[config.mk]
export PLATFORM = sky130hd
export DESIGN_NAME = led_blink_fade_pwm_driver_flat
export DESIGN_NICKNAME = d
export VERILOG_FILES = /design/src/rtl/core/lbf_pkg.sv /design/src/rtl/core/lbf_stream_if.sv /design/src/rtl/core/lbf_period_unit.sv /design/src/rtl/core/lbf_led_lane.sv /design/src/rtl/core/led_blink_fade_pwm_driver.sv /design/src/flat_wrapper.sv
export SDC_FILE = /design/constraint.sdc
export NUM_CORES = 1
export LEC_CHECK = 0
export ABC_AREA = 1
export BUFFER_PORTS_ARGS = -buffer_cell sky130_fd_sc_hd__buf_2
export CAP_MARGIN = 20
export CELL_PAD_IN_SITES_DETAIL_PLACEMENT = 1
export CELL_PAD_IN_SITES_GLOBAL_PLACEMENT = 2
export CORE_ASPECT_RATIO = 1.5
export CORE_UTILIZATION = 35
export CTS_CLUSTER_SIZE = 28
export DETAILED_ROUTE_END_ITERATION = 8
export PLACE_DENSITY = 0.78
export SYNTH_ARGS = -nofsm -noshare
export SYNTH_HDL_FRONTEND = slang
export SYNTH_SLANG_ARGS = --single-unit
[constraint.sdc]
create_clock -name clk -period 1.4 [get_ports clk]
set_input_delay 0.07 -clock clk [delete_from_list [all_inputs] [get_ports clk]]
set_output_delay 0.07 -clock clk [all_outputs]
set_load 0.02 [all_outputs]
[src/rtl/core/lbf_pkg.sv]
`timescale 1ns / 1ps
// lbf_pkg: shared types, codes and sizing for the led blink/fade pwm driver
// no dependencies; used by every file under rtl/core except lbf_stream_if

package lbf_pkg;

    // field widths
    localparam int TIME_W   = 32;
    localparam int LEVEL_W  = 8;
    localparam int MODE_W   = 3;
    localparam int INDEX_W  = 2;
    localparam int PERIOD_W = 16;
    localparam int NUM_LEDS = 3;
    localparam int NUM_PAT  = 4;

    // default pattern periods in ms
    localparam int unsigned FAST_BLINK_PERIOD_DEF = 250;
    localparam int unsigned BLINK_PERIOD_DEF      = 1000;
    localparam int unsigned FAST_FADE_PERIOD_DEF  = 1000;
    localparam int unsigned FADE_PERIOD_DEF       = 3000;

    // time reduction: restoring steps per stage
    localparam int MOD_BITS   = 4;
    localparam int MOD_STAGES = TIME_W / MOD_BITS;
    // fade quotient: 9 bits, three per stage
    localparam int Q_W        = 9;
    localparam int DIV_BITS   = 3;
    localparam int DIV_STAGES = Q_W / DIV_BITS;
    localparam int POST_STAGES = 1 + DIV_STAGES;
    localparam int PIPE_DEPTH  = MOD_STAGES + POST_STAGES;

    localparam logic [LEVEL_W-1:0] LEVEL_FULL = '1;
    localparam logic [LEVEL_W:0]   LEVEL_NONE = '1;

    // transaction codes
    localparam logic ACT_UPDATE   = 1'b0;
    localparam logic ACT_SET_MODE = 1'b1;

    typedef enum logic [MODE_W-1:0] {
        MODE_FIXED,
        MODE_FAST_BLINK,
        MODE_BLINK,
        MODE_FAST_FADE,
        MODE_FADE
    } mode_t;

    // pattern slots in the level vector
    localparam int PAT_FAST_BLINK = 0;
    localparam int PAT_BLINK      = 1;
    localparam int PAT_FAST_FADE  = 2;
    localparam int PAT_FADE       = 3;

    typedef logic [NUM_PAT-1:0][LEVEL_W-1:0] level_vec_t;

    typedef struct packed {
        logic               action;
        logic [TIME_W-1:0]  time_ms;
        logic               alarm_en;
        logic               battery_en;
        logic               wifi_en;
        logic [INDEX_W-1:0] led_select;
        logic [MODE_W-1:0]  mode_code;
    } in_item_t;

    typedef struct packed {
        logic [INDEX_W-1:0] led_index;
        logic [LEVEL_W-1:0] pwm_level;
        logic               last;
    } out_item_t;

    // command to one led lane
    typedef struct packed {
        logic              is_set;
        logic              set_hit;
        logic [MODE_W-1:0] mode_code;
        logic              lit;
    } lane_cmd_t;

    // what one lane found
    typedef struct packed {
        logic               changed;
        logic [LEVEL_W-1:0] level;
    } lane_res_t;

endpackage

[src/rtl/core/lbf_stream_if.sv]
`timescale 1ns / 1ps
// lbf_stream_if: valid/ready channel carrying one payload per transaction
// no dependencies; payload type set at instantiation

interface lbf_stream_if #(
    parameter type payload_t = logic
);
    logic     valid;
    logic     ready;
    payload_t payload;

    modport source (output valid, output payload, input ready);
    modport sink   (input valid, input payload, output ready);
endinterface

[src/rtl/core/lbf_period_unit.sv]
`timescale 1ns / 1ps
// lbf_period_unit: pipelined time mod period, then blink or triangle fade level
// depends on lbf_pkg

module lbf_period_unit #(
    parameter int unsigned PERIOD  = lbf_pkg::FADE_PERIOD_DEF,
    parameter bit          IS_FADE = 1'b1
) (
    input  logic                        clk,
    input  logic                        en,
    input  logic [lbf_pkg::TIME_W-1:0]  time_ms,
    output logic [lbf_pkg::LEVEL_W-1:0] level
);
    import lbf_pkg::*;

    localparam int PW    = PERIOD_W;
    localparam int NUM_W = PW + Q_W;
    localparam logic [PW:0] P_EXT  = (PW + 1)'(PERIOD);
    localparam logic [PW:0] H_EXT  = (PW + 1)'(PERIOD / 2);

    logic [PW-1:0]     rem_reg [MOD_STAGES];
    logic [TIME_W-1:0] tsh_reg [MOD_STAGES-1];

    // restoring reduction, MOD_BITS time bits per stage
    for (genvar s = 0; s < MOD_STAGES; s++) begin : g_mod
        logic [PW-1:0]     rem_in;
        logic [PW-1:0]     rem_out;
        logic [TIME_W-1:0] t_in;

        if (s == 0) begin : g_first
            assign rem_in = '0;
            assign t_in   = time_ms;
        end
        else begin : g_next
            assign rem_in = rem_reg[s-1];
            assign t_in   = tsh_reg[s-1];
        end

        always_comb
        begin
            logic [PW:0]       r;
            logic [TIME_W-1:0] t;
            r = {1'b0, rem_in};
            t = t_in;
            for (int j = 0; j < MOD_BITS; j++)
            begin
                r = {r[PW-1:0], t[TIME_W-1]};
                t = t << 1;
                if (r >= P_EXT)
                begin
                    r = r - P_EXT;
                end
            end
            rem_out = r[PW-1:0];
        end

        always_ff @(posedge clk)
        begin
            if (en)
            begin
                rem_reg[s] <= rem_out;
            end
        end

        if (s < MOD_STAGES - 1) begin : g_tsh
            always_ff @(posedge clk)
            begin
                if (en)
                begin
                    tsh_reg[s] <= t_in << MOD_BITS;
                end
            end
        end
    end

    logic [PW-1:0] t_mod;
    logic          below_half;

    assign t_mod      = rem_reg[MOD_STAGES-1];
    assign below_half = {1'b0, t_mod} < H_EXT;

    if (IS_FADE) begin : g_fade
        logic [NUM_W-1:0] num_reg;
        logic [NUM_W-1:0] drem_reg [DIV_STAGES-1];
        logic [Q_W-1:0]   dq_reg   [DIV_STAGES];
        logic [PW-1:0]    x;
        logic [PW:0]      falling;

        // rising or falling side, then 510 * x
        assign falling = P_EXT - {1'b0, t_mod};
        assign x       = below_half ? t_mod : falling[PW-1:0];

        always_ff @(posedge clk)
        begin
            if (en)
            begin
                num_reg <= {x, 9'd0} - {{(Q_W - 1){1'b0}}, x, 1'b0};
            end
        end

        // long division by the period, DIV_BITS quotient bits per stage
        for (genvar d = 0; d < DIV_STAGES; d++) begin : g_div
            logic [NUM_W-1:0] r_in;
            logic [Q_W-1:0]   q_in;
            logic [NUM_W-1:0] r_out;
            logic [Q_W-1:0]   q_out;

            if (d == 0) begin : g_first
                assign r_in = num_reg;
                assign q_in = '0;
            end
            else begin : g_next
                assign r_in = drem_reg[d-1];
                assign q_in = dq_reg[d-1];
            end

            always_comb
            begin
                logic [NUM_W-1:0] r;
                logic [Q_W-1:0]   q;
                logic [NUM_W-1:0] dv;
                r = r_in;
                q = q_in;
                for (int k = 0; k < DIV_BITS; k++)
                begin
                    dv = NUM_W'(PERIOD) << (Q_W - 1 - d * DIV_BITS - k);
                    if (r >= dv)
                    begin
                        r = r - dv;
                        q = {q[Q_W-2:0], 1'b1};
                    end
                    else
                    begin
                        q = {q[Q_W-2:0], 1'b0};
                    end
                end
                r_out = r;
                q_out = q;
            end

            always_ff @(posedge clk)
            begin
                if (en)
                begin
                    dq_reg[d] <= q_out;
                end
            end

            if (d < DIV_STAGES - 1) begin : g_rem
                always_ff @(posedge clk)
                begin
                    if (en)
                    begin
                        drem_reg[d] <= r_out;
                    end
                end
            end
        end

        // odd periods can overshoot at the turn point
        assign level = (dq_reg[DIV_STAGES-1] > Q_W'(LEVEL_FULL))
                       ? LEVEL_FULL : dq_reg[DIV_STAGES-1][LEVEL_W-1:0];
    end
    else begin : g_blink
        logic [LEVEL_W-1:0] blink_reg [POST_STAGES];

        // delay to match the fade path
        for (genvar d = 0; d < POST_STAGES; d++) begin : g_dly
            if (d == 0) begin : g_head
                always_ff @(posedge clk)
                begin
                    if (en)
                    begin
                        blink_reg[d] <= below_half ? '0 : LEVEL_FULL;
                    end
                end
            end
            else begin : g_shift
                always_ff @(posedge clk)
                begin
                    if (en)
                    begin
                        blink_reg[d] <= blink_reg[d-1];
                    end
                end
            end
        end

        assign level = blink_reg[POST_STAGES-1];
    end

endmodule

[src/rtl/core/lbf_led_lane.sv]
`timescale 1ns / 1ps
// lbf_led_lane: mode and last-written state of one led, level pick and change check
// depends on lbf_pkg

module lbf_led_lane (
    input  logic               clk,
    input  logic               rst_n,
    input  logic               take,
    input  lbf_pkg::lane_cmd_t cmd,
    input  lbf_pkg::level_vec_t levels,
    output lbf_pkg::lane_res_t res
);
    import lbf_pkg::*;

    logic [MODE_W-1:0]  mode_reg;
    logic [LEVEL_W:0]   prev_level_reg;
    logic               prev_lit_reg;
    logic [MODE_W-1:0]  eff_mode;
    logic [LEVEL_W-1:0] lvl;

    // an led switched off falls back to fixed
    assign eff_mode = cmd.lit ? mode_reg : MODE_FIXED;

    // pattern pick
    always_comb
    begin
        case (eff_mode)
            MODE_FAST_BLINK: lvl = levels[PAT_FAST_BLINK];
            MODE_BLINK:      lvl = levels[PAT_BLINK];
            MODE_FAST_FADE:  lvl = levels[PAT_FAST_FADE];
            MODE_FADE:       lvl = levels[PAT_FADE];
            default:         lvl = LEVEL_FULL;
        endcase
    end

    assign res.changed = ({1'b0, lvl} != prev_level_reg) || (cmd.lit != prev_lit_reg);
    assign res.level   = cmd.lit ? lvl : '0;

    // state commit when the transaction leaves the tail
    always_ff @(posedge clk or negedge rst_n)
    begin
        if (!rst_n)
        begin
            mode_reg       <= MODE_FIXED;
            prev_level_reg <= LEVEL_NONE;
            prev_lit_reg   <= 1'b0;
        end
        else if (take)
        begin
            if (cmd.is_set)
            begin
                if (cmd.set_hit)
                begin
                    mode_reg <= cmd.mode_code;
                end
            end
            else
            begin
                mode_reg <= eff_mode;
                if (res.changed)
                begin
                    prev_level_reg <= {1'b0, lvl};
                    prev_lit_reg   <= cmd.lit;
                end
            end
        end
    end

endmodule

[src/rtl/core/led_blink_fade_pwm_driver.sv]
`timescale 1ns / 1ps
// Three-led status driver: blink and triangle fade levels, pwm writes on change.
// Pipeline: 12 stages (8 for time mod period, 4 for the fade multiply and divide), then
// the merge stage, then the output register. Throughput: one transaction a cycle while
// the merge stage can take it; an update with several writes holds the merge stage until
// they drain, and pwm back-pressure stalls it. Reset clears modes to fixed, state at once.

module led_blink_fade_pwm_driver #(
    parameter int unsigned FAST_BLINK_PERIOD = lbf_pkg::FAST_BLINK_PERIOD_DEF,
    parameter int unsigned BLINK_PERIOD      = lbf_pkg::BLINK_PERIOD_DEF,
    parameter int unsigned FAST_FADE_PERIOD  = lbf_pkg::FAST_FADE_PERIOD_DEF,
    parameter int unsigned FADE_PERIOD       = lbf_pkg::FADE_PERIOD_DEF
) (
    input  logic         clk,
    input  logic         rst_n,
    lbf_stream_if.sink   cmd,
    lbf_stream_if.source pwm
);
    import lbf_pkg::*;

    typedef struct packed {
        logic               action;
        logic [INDEX_W-1:0] led_select;
        logic [MODE_W-1:0]  mode_code;
        logic [NUM_LEDS-1:0] lit;
    } side_t;

    localparam int TAIL = PIPE_DEPTH - 1;

    in_item_t   item;
    logic       en;
    logic       vld_reg  [PIPE_DEPTH];
    side_t      side_reg [PIPE_DEPTH];
    level_vec_t levels;

    assign item      = cmd.payload;
    assign cmd.ready = en;

    // pattern levels, one unit per period
    lbf_period_unit #(.PERIOD(FAST_BLINK_PERIOD), .IS_FADE(1'b0)) u_fast_blink (
        .clk(clk), .en(en), .time_ms(item.time_ms), .level(levels[PAT_FAST_BLINK])
    );
    lbf_period_unit #(.PERIOD(BLINK_PERIOD), .IS_FADE(1'b0)) u_blink (
        .clk(clk), .en(en), .time_ms(item.time_ms), .level(levels[PAT_BLINK])
    );
    lbf_period_unit #(.PERIOD(FAST_FADE_PERIOD), .IS_FADE(1'b1)) u_fast_fade (
        .clk(clk), .en(en), .time_ms(item.time_ms), .level(levels[PAT_FAST_FADE])
    );
    lbf_period_unit #(.PERIOD(FADE_PERIOD), .IS_FADE(1'b1)) u_fade (
        .clk(clk), .en(en), .time_ms(item.time_ms), .level(levels[PAT_FADE])
    );

    // sideband and valid bits travel with the level pipeline
    always_ff @(posedge clk or negedge rst_n)
    begin
        if (!rst_n)
        begin
            for (int s = 0; s < PIPE_DEPTH; s++)
            begin
                vld_reg[s] <= 1'b0;
            end
        end
        else if (en)
        begin
            vld_reg[0] <= cmd.valid;
            for (int s = 1; s < PIPE_DEPTH; s++)
            begin
                vld_reg[s] <= vld_reg[s-1];
            end
        end
    end

    always_ff @(posedge clk)
    begin
        if (en)
        begin
            side_reg[0] <= '{action:     item.action,
                             led_select: item.led_select,
                             mode_code:  item.mode_code,
                             lit:        {item.wifi_en, item.battery_en, item.alarm_en}};
            for (int s = 1; s < PIPE_DEPTH; s++)
            begin
                side_reg[s] <= side_reg[s-1];
            end
        end
    end

    // merge stage state
    logic [NUM_LEDS-1:0]              pend_mask_reg;
    logic [NUM_LEDS-1:0]              pend_mask_next;
    logic [NUM_LEDS-1:0][LEVEL_W-1:0] pend_lvl_reg;
    logic [NUM_LEDS-1:0]              rest;
    logic [INDEX_W-1:0]               pop_idx;
    logic                             pop;
    logic                             can_take;
    logic                             tail_take;
    logic                             out_valid_reg;
    out_item_t                        out_reg;
    lane_res_t [NUM_LEDS-1:0]         lane_res;
    logic [NUM_LEDS-1:0]              changed_vec;

    // one lane per led
    for (genvar i = 0; i < NUM_LEDS; i++) begin : g_lane
        lane_cmd_t lane_cmd;

        assign lane_cmd.is_set    = side_reg[TAIL].action == ACT_SET_MODE;
        assign lane_cmd.set_hit   = side_reg[TAIL].led_select == INDEX_W'(i);
        assign lane_cmd.mode_code = side_reg[TAIL].mode_code;
        assign lane_cmd.lit       = side_reg[TAIL].lit[i];

        lbf_led_lane u_lane (
            .clk(clk), .rst_n(rst_n), .take(tail_take),
            .cmd(lane_cmd), .levels(levels), .res(lane_res[i])
        );

        assign changed_vec[i] = lane_res[i].changed;
    end

    // lowest pending led goes out first
    always_comb
    begin
        pop_idx = '0;
        for (int i = NUM_LEDS - 1; i >= 0; i--)
        begin
            if (pend_mask_reg[i])
            begin
                pop_idx = INDEX_W'(i);
            end
        end
    end

    assign rest      = pend_mask_reg & (pend_mask_reg - 1'b1);
    assign pop       = (pend_mask_reg != '0) && (!out_valid_reg || pwm.ready);
    assign can_take  = (pend_mask_reg == '0) || (pop && (rest == '0));
    assign tail_take = vld_reg[TAIL] && can_take;
    assign en        = !vld_reg[TAIL] || can_take;

    always_comb
    begin
        if (tail_take && (side_reg[TAIL].action == ACT_UPDATE))
        begin
            pend_mask_next = changed_vec;
        end
        else if (pop)
        begin
            pend_mask_next = rest;
        end
        else
        begin
            pend_mask_next = pend_mask_reg;
        end
    end

    always_ff @(posedge clk or negedge rst_n)
    begin
        if (!rst_n)
        begin
            pend_mask_reg <= '0;
            out_valid_reg <= 1'b0;
        end
        else
        begin
            pend_mask_reg <= pend_mask_next;
            if (pop)
            begin
                out_valid_reg <= 1'b1;
            end
            else if (pwm.ready)
            begin
                out_valid_reg <= 1'b0;
            end
        end
    end

    // payload of the merge and output registers
    always_ff @(posedge clk)
    begin
        if (tail_take)
        begin
            for (int i = 0; i < NUM_LEDS; i++)
            begin
                pend_lvl_reg[i] <= lane_res[i].level;
            end
        end
        if (pop)
        begin
            out_reg <= '{led_index: pop_idx,
                         pwm_level: pend_lvl_reg[pop_idx],
                         last:      rest == '0};
        end
    end

    assign pwm.valid   = out_valid_reg;
    assign pwm.payload = out_reg;

    // a write not marked last always has more writes queued behind it
    a_not_last_has_more: assert property (@(posedge clk) disable iff (!rst_n)
        out_valid_reg && !out_reg.last |-> pend_mask_reg != '0)
        else $error("write without last flag but nothing queued");

    // a set-mode transaction leaves nothing to write
    a_set_mode_silent: assert property (@(posedge clk) disable iff (!rst_n)
        tail_take && (side_reg[TAIL].action == ACT_SET_MODE) |=> pend_mask_reg == '0)
        else $error("set-mode transaction queued writes");

endmodule
[src/flat_wrapper.sv]
// flat-port wrapper written by rule: the top's interface ports become plain ports
module led_blink_fade_pwm_driver_flat import lbf_pkg::*;
#(
    parameter int unsigned FAST_BLINK_PERIOD = lbf_pkg::FAST_BLINK_PERIOD_DEF,
    parameter int unsigned BLINK_PERIOD      = lbf_pkg::BLINK_PERIOD_DEF,
    parameter int unsigned FAST_FADE_PERIOD  = lbf_pkg::FAST_FADE_PERIOD_DEF,
    parameter int unsigned FADE_PERIOD       = lbf_pkg::FADE_PERIOD_DEF
)
  (clk, rst_n, cmd_valid, cmd_payload, cmd_ready, pwm_valid, pwm_payload, pwm_ready);
  lbf_stream_if cmd_i ();
  lbf_stream_if pwm_i ();
  input  logic clk;
  input  logic rst_n;
  input wire logic [$bits(cmd_i.valid)-1:0] cmd_valid;
  input wire logic [$bits(cmd_i.payload)-1:0] cmd_payload;
  output wire logic [$bits(cmd_i.ready)-1:0] cmd_ready;
  output wire logic [$bits(pwm_i.valid)-1:0] pwm_valid;
  output wire logic [$bits(pwm_i.payload)-1:0] pwm_payload;
  input wire logic [$bits(pwm_i.ready)-1:0] pwm_ready;
  assign cmd_i.valid = cmd_valid;
  assign cmd_i.payload = cmd_payload;
  assign cmd_ready = cmd_i.ready;
  assign pwm_valid = pwm_i.valid;
  assign pwm_payload = pwm_i.payload;
  assign pwm_i.ready = pwm_ready;
  led_blink_fade_pwm_driver #(.FAST_BLINK_PERIOD(FAST_BLINK_PERIOD), .BLINK_PERIOD(BLINK_PERIOD), .FAST_FADE_PERIOD(FAST_FADE_PERIOD), .FADE_PERIOD(FADE_PERIOD)) u_core (.clk(clk), .rst_n(rst_n), .cmd(cmd_i), .pwm(pwm_i));
endmodule
==> impl_metrics.csv <==
group,metric,value,unit
run_status,status,"finished, final reports clean",
place,gp_congestion,0.760,
cts,cts.path.max_buffers,2,
routing,wl_per_cell,11.0,um
global_route,met3_usage,1.69,%
global_route,grt_pass1_vias,661,
timing,finalSetupViolations,0,
cells_and_area,most-common-layout-cells,"22 x nand2_1, 21 x inv_1, 16 x dfrtp_1",
cells_and_area,fillers,294,
cells_and_area,layout.nets,117,
global_route,grt_max_degree,20,
place,hpwl,1.06,mm
synthesis,synth_cells,93,
timing,whs,166,ps
setup_path,crit_path_end_kind,"primary output",
worst_hold_path,min_to,"u_core.pwm.valid",
cts,clk_pin_slew,110,ps
synthesis,syn_nets,98,
timing,fin_worst_skew,0.931,ps
cells_and_area,largest_register_ffs,12,
die,fp-row-count,22,
global_route,grt_pass1_wl,2.79,mm
synthesis,synth_seq_area_share,57.2,%
timing,relSlewSlack,71.9,%
setup_path,worstSetupStartpointType,"register",
cts,clkLatencyLatePin,290,ps
synthesis,syn_area,890,um^2
setup_path,r2r_setup_slack,110,ps
routing,drt-pass1-iter-count,3,
die,die-area,2750,um^2
global_route,antenna_found_initial,0,
setup_path,crit_required,1330,ps
die,io_pins,8,
cells_and_area,antenna_cells,0,
job,max-cap-violations,0,
cts,htree_num_levels,1,
power,power.density,978,nW/um^2
cells_and_area,final_common_cell,"nand2_1",
cells_and_area,multi_input_area,282,um^2
place,numPortBuffers,6,
synthesis,synth_area_per_cell,9.57,um^2
timing,slew_violations,0,
setup_path,reg2reg_from,"u_core.pend_mask_reg[0]",
cts,numCtsBuffers,3,
routing,via_per_inst,4.53,
synthesis,synth-seq-cells,20,
die,design.core.area,2420,um^2
cells_and_area,syn_to_final_growth,21.8,%
worst_hold_path,hold_path.startpoint,"pwm_ready",
timing,rsz0062_at_grt,"yes",
setup_path,cp_max_fo,4,
power,p_leak,0.584,nW
place,dpl-instance-area,962,um^2
setup_path,arrival,1270,ps
timing,period_needed,1340,ps
die,start_util,36.7,%
timing,tightest_slew,422,ps
cts,cts_sinks,20,
timing,fin_crit_sh,95.5,%
worst_hold_path,hp-class,"in -> reg",
global_route,grt_use_total,13.4,%
cts,cts_tree,"built",
cts,root_buffer,"clkbuf_4",
routing,vias,612,
global_route,grt_use_met2,22.6,%
routing,totalWireLength,1.49,mm
cells_and_area,drive_above_1_share,33.3,%
setup_path,worstSetupPathType,"reg -> out",
global_route,met1_usage,16.2,%
synthesis,ys_warn_count,0,
die,die_h,63.7,um
cells_and_area,stdcell_area,1080,um^2
setup_path,rr_endpoint,"u_core.pend_mask_reg[1]",
timing,hold_viol_final,0,
routing,drc_errors,0,
die,die_x,43.2,um
setup_path,r2r.worst_path.cells,7,
timing,max_freq,748,MHz
worst_hold_path,hold_depth,5,
power,ir_drop,0.614,mV
global_route,grt_overflow,0,
routing,ant_nets,0,
global_route,top_usage_layer,"met2",
routing,drt_iter0_drc,2,
cells_and_area,seqCellArea,509,um^2
synthesis,yosysUniqueCellTypes,14,
metal layers:
layer	wire length [um]	share of wire [%]
met1	653	44
met2	785	53
met3	29	1.9
met4	20	1.3
met5	0	0
critical path: stages, from the launching register on:
cell	delay, ps
dfrtp_1	440
o21ai_2	180
nand3_2	130
nand3_4	100
buf_6	120
cell type report:
class / instances / share of cell area [%]
Sequential cell: 20 / 47.0
Multi-Input combinational cell: 50 / 26.0
Tap cell: 24 / 2.77
Inverter: 21 / 7.27
Timing Repair Buffer: 16 / 12.6
Clock buffer: 4 / 4.39
cell usage after synthesis:
master,number,area (um^2)
nand2_1,23,86.3
inv_1,21,78.8
dfrtp_1,16,400
o21ai_2,12,105
nand3_1,5,25.0
nor2_1,5,18.8
dfstp_2,3,78.8
buf_6,2,22.5
a21oi_1,1,5.00
edfxtp_1,1,30.0
nand2_2,1,6.26
nand3_2,1,10.0
nand3_4,1,17.5
o21ai_0,1,5.00
logic make-up after synthesis:
family | after synthesis | share of synthesized area, %
and+or+nand+nor | 36 | 18.4
buffers and inverters | 23 | 11.4
DFF | 20 | 57.2
AOI/OAI and AO/OA | 14 | 12.9
power breakdown:
group	total (W)	leakage [nW]	internal, W	switching (W)
combinational	0.0000553	0.326	0.0000215	0.0000338
sequential	0.000610	0.232	0.000599	0.0000108
clock	0.000395	0.0261	0.000218	0.000177
total	0.00106	0.584	0.000838	0.000222
per-stage QoR:
step | TNS, ps | power, W | worst slack (ps) | utilization (%) | cells
after global routing | -197 | 0.00110 | -50.2 | 44.7 | 135
after global placement | 0 | 0.000671 | 175 | 39.7 | 124
final | 0 | 0.00106 | 63.0 | 44.7 | 135
after detailed placement | 0 | 0.000674 | 158 | 39.7 | 124
after CTS | 0 | 0.00108 | 5.99 | 42.8 | 131
after floorplan | 0 | 0.000651 | 213 | - | 93
worst max path at each step:
stage                       startpoint                 to  slack (ps)  cells past startpoint
6_report       u_core.pend_mask_reg[0]          cmd_ready          60                      4
5_1_grt        u_core.pend_mask_reg[0]          cmd_ready         -50                      4
4_1_cts        u_core.pend_mask_reg[1]          cmd_ready           6                      4
3_5_place_dp   u_core.pend_mask_reg[0]  u_core.vld_reg[5]         160                      6
3_3_place_gp   u_core.pend_mask_reg[1]  u_core.vld_reg[5]         170                      6
2_1_floorplan         u_core.pwm.valid  u_core.vld_reg[0]         210                      5
what timing repair did:
item,in CTS,in global routing
resized for setup,0,5
buffers inserted,1,4
endpoints found under the hold margin,17,0
pin swaps,0,2
setup endpoints to repair,1,10
hold buffers,2,0
(Power assumes the default switching activity.)
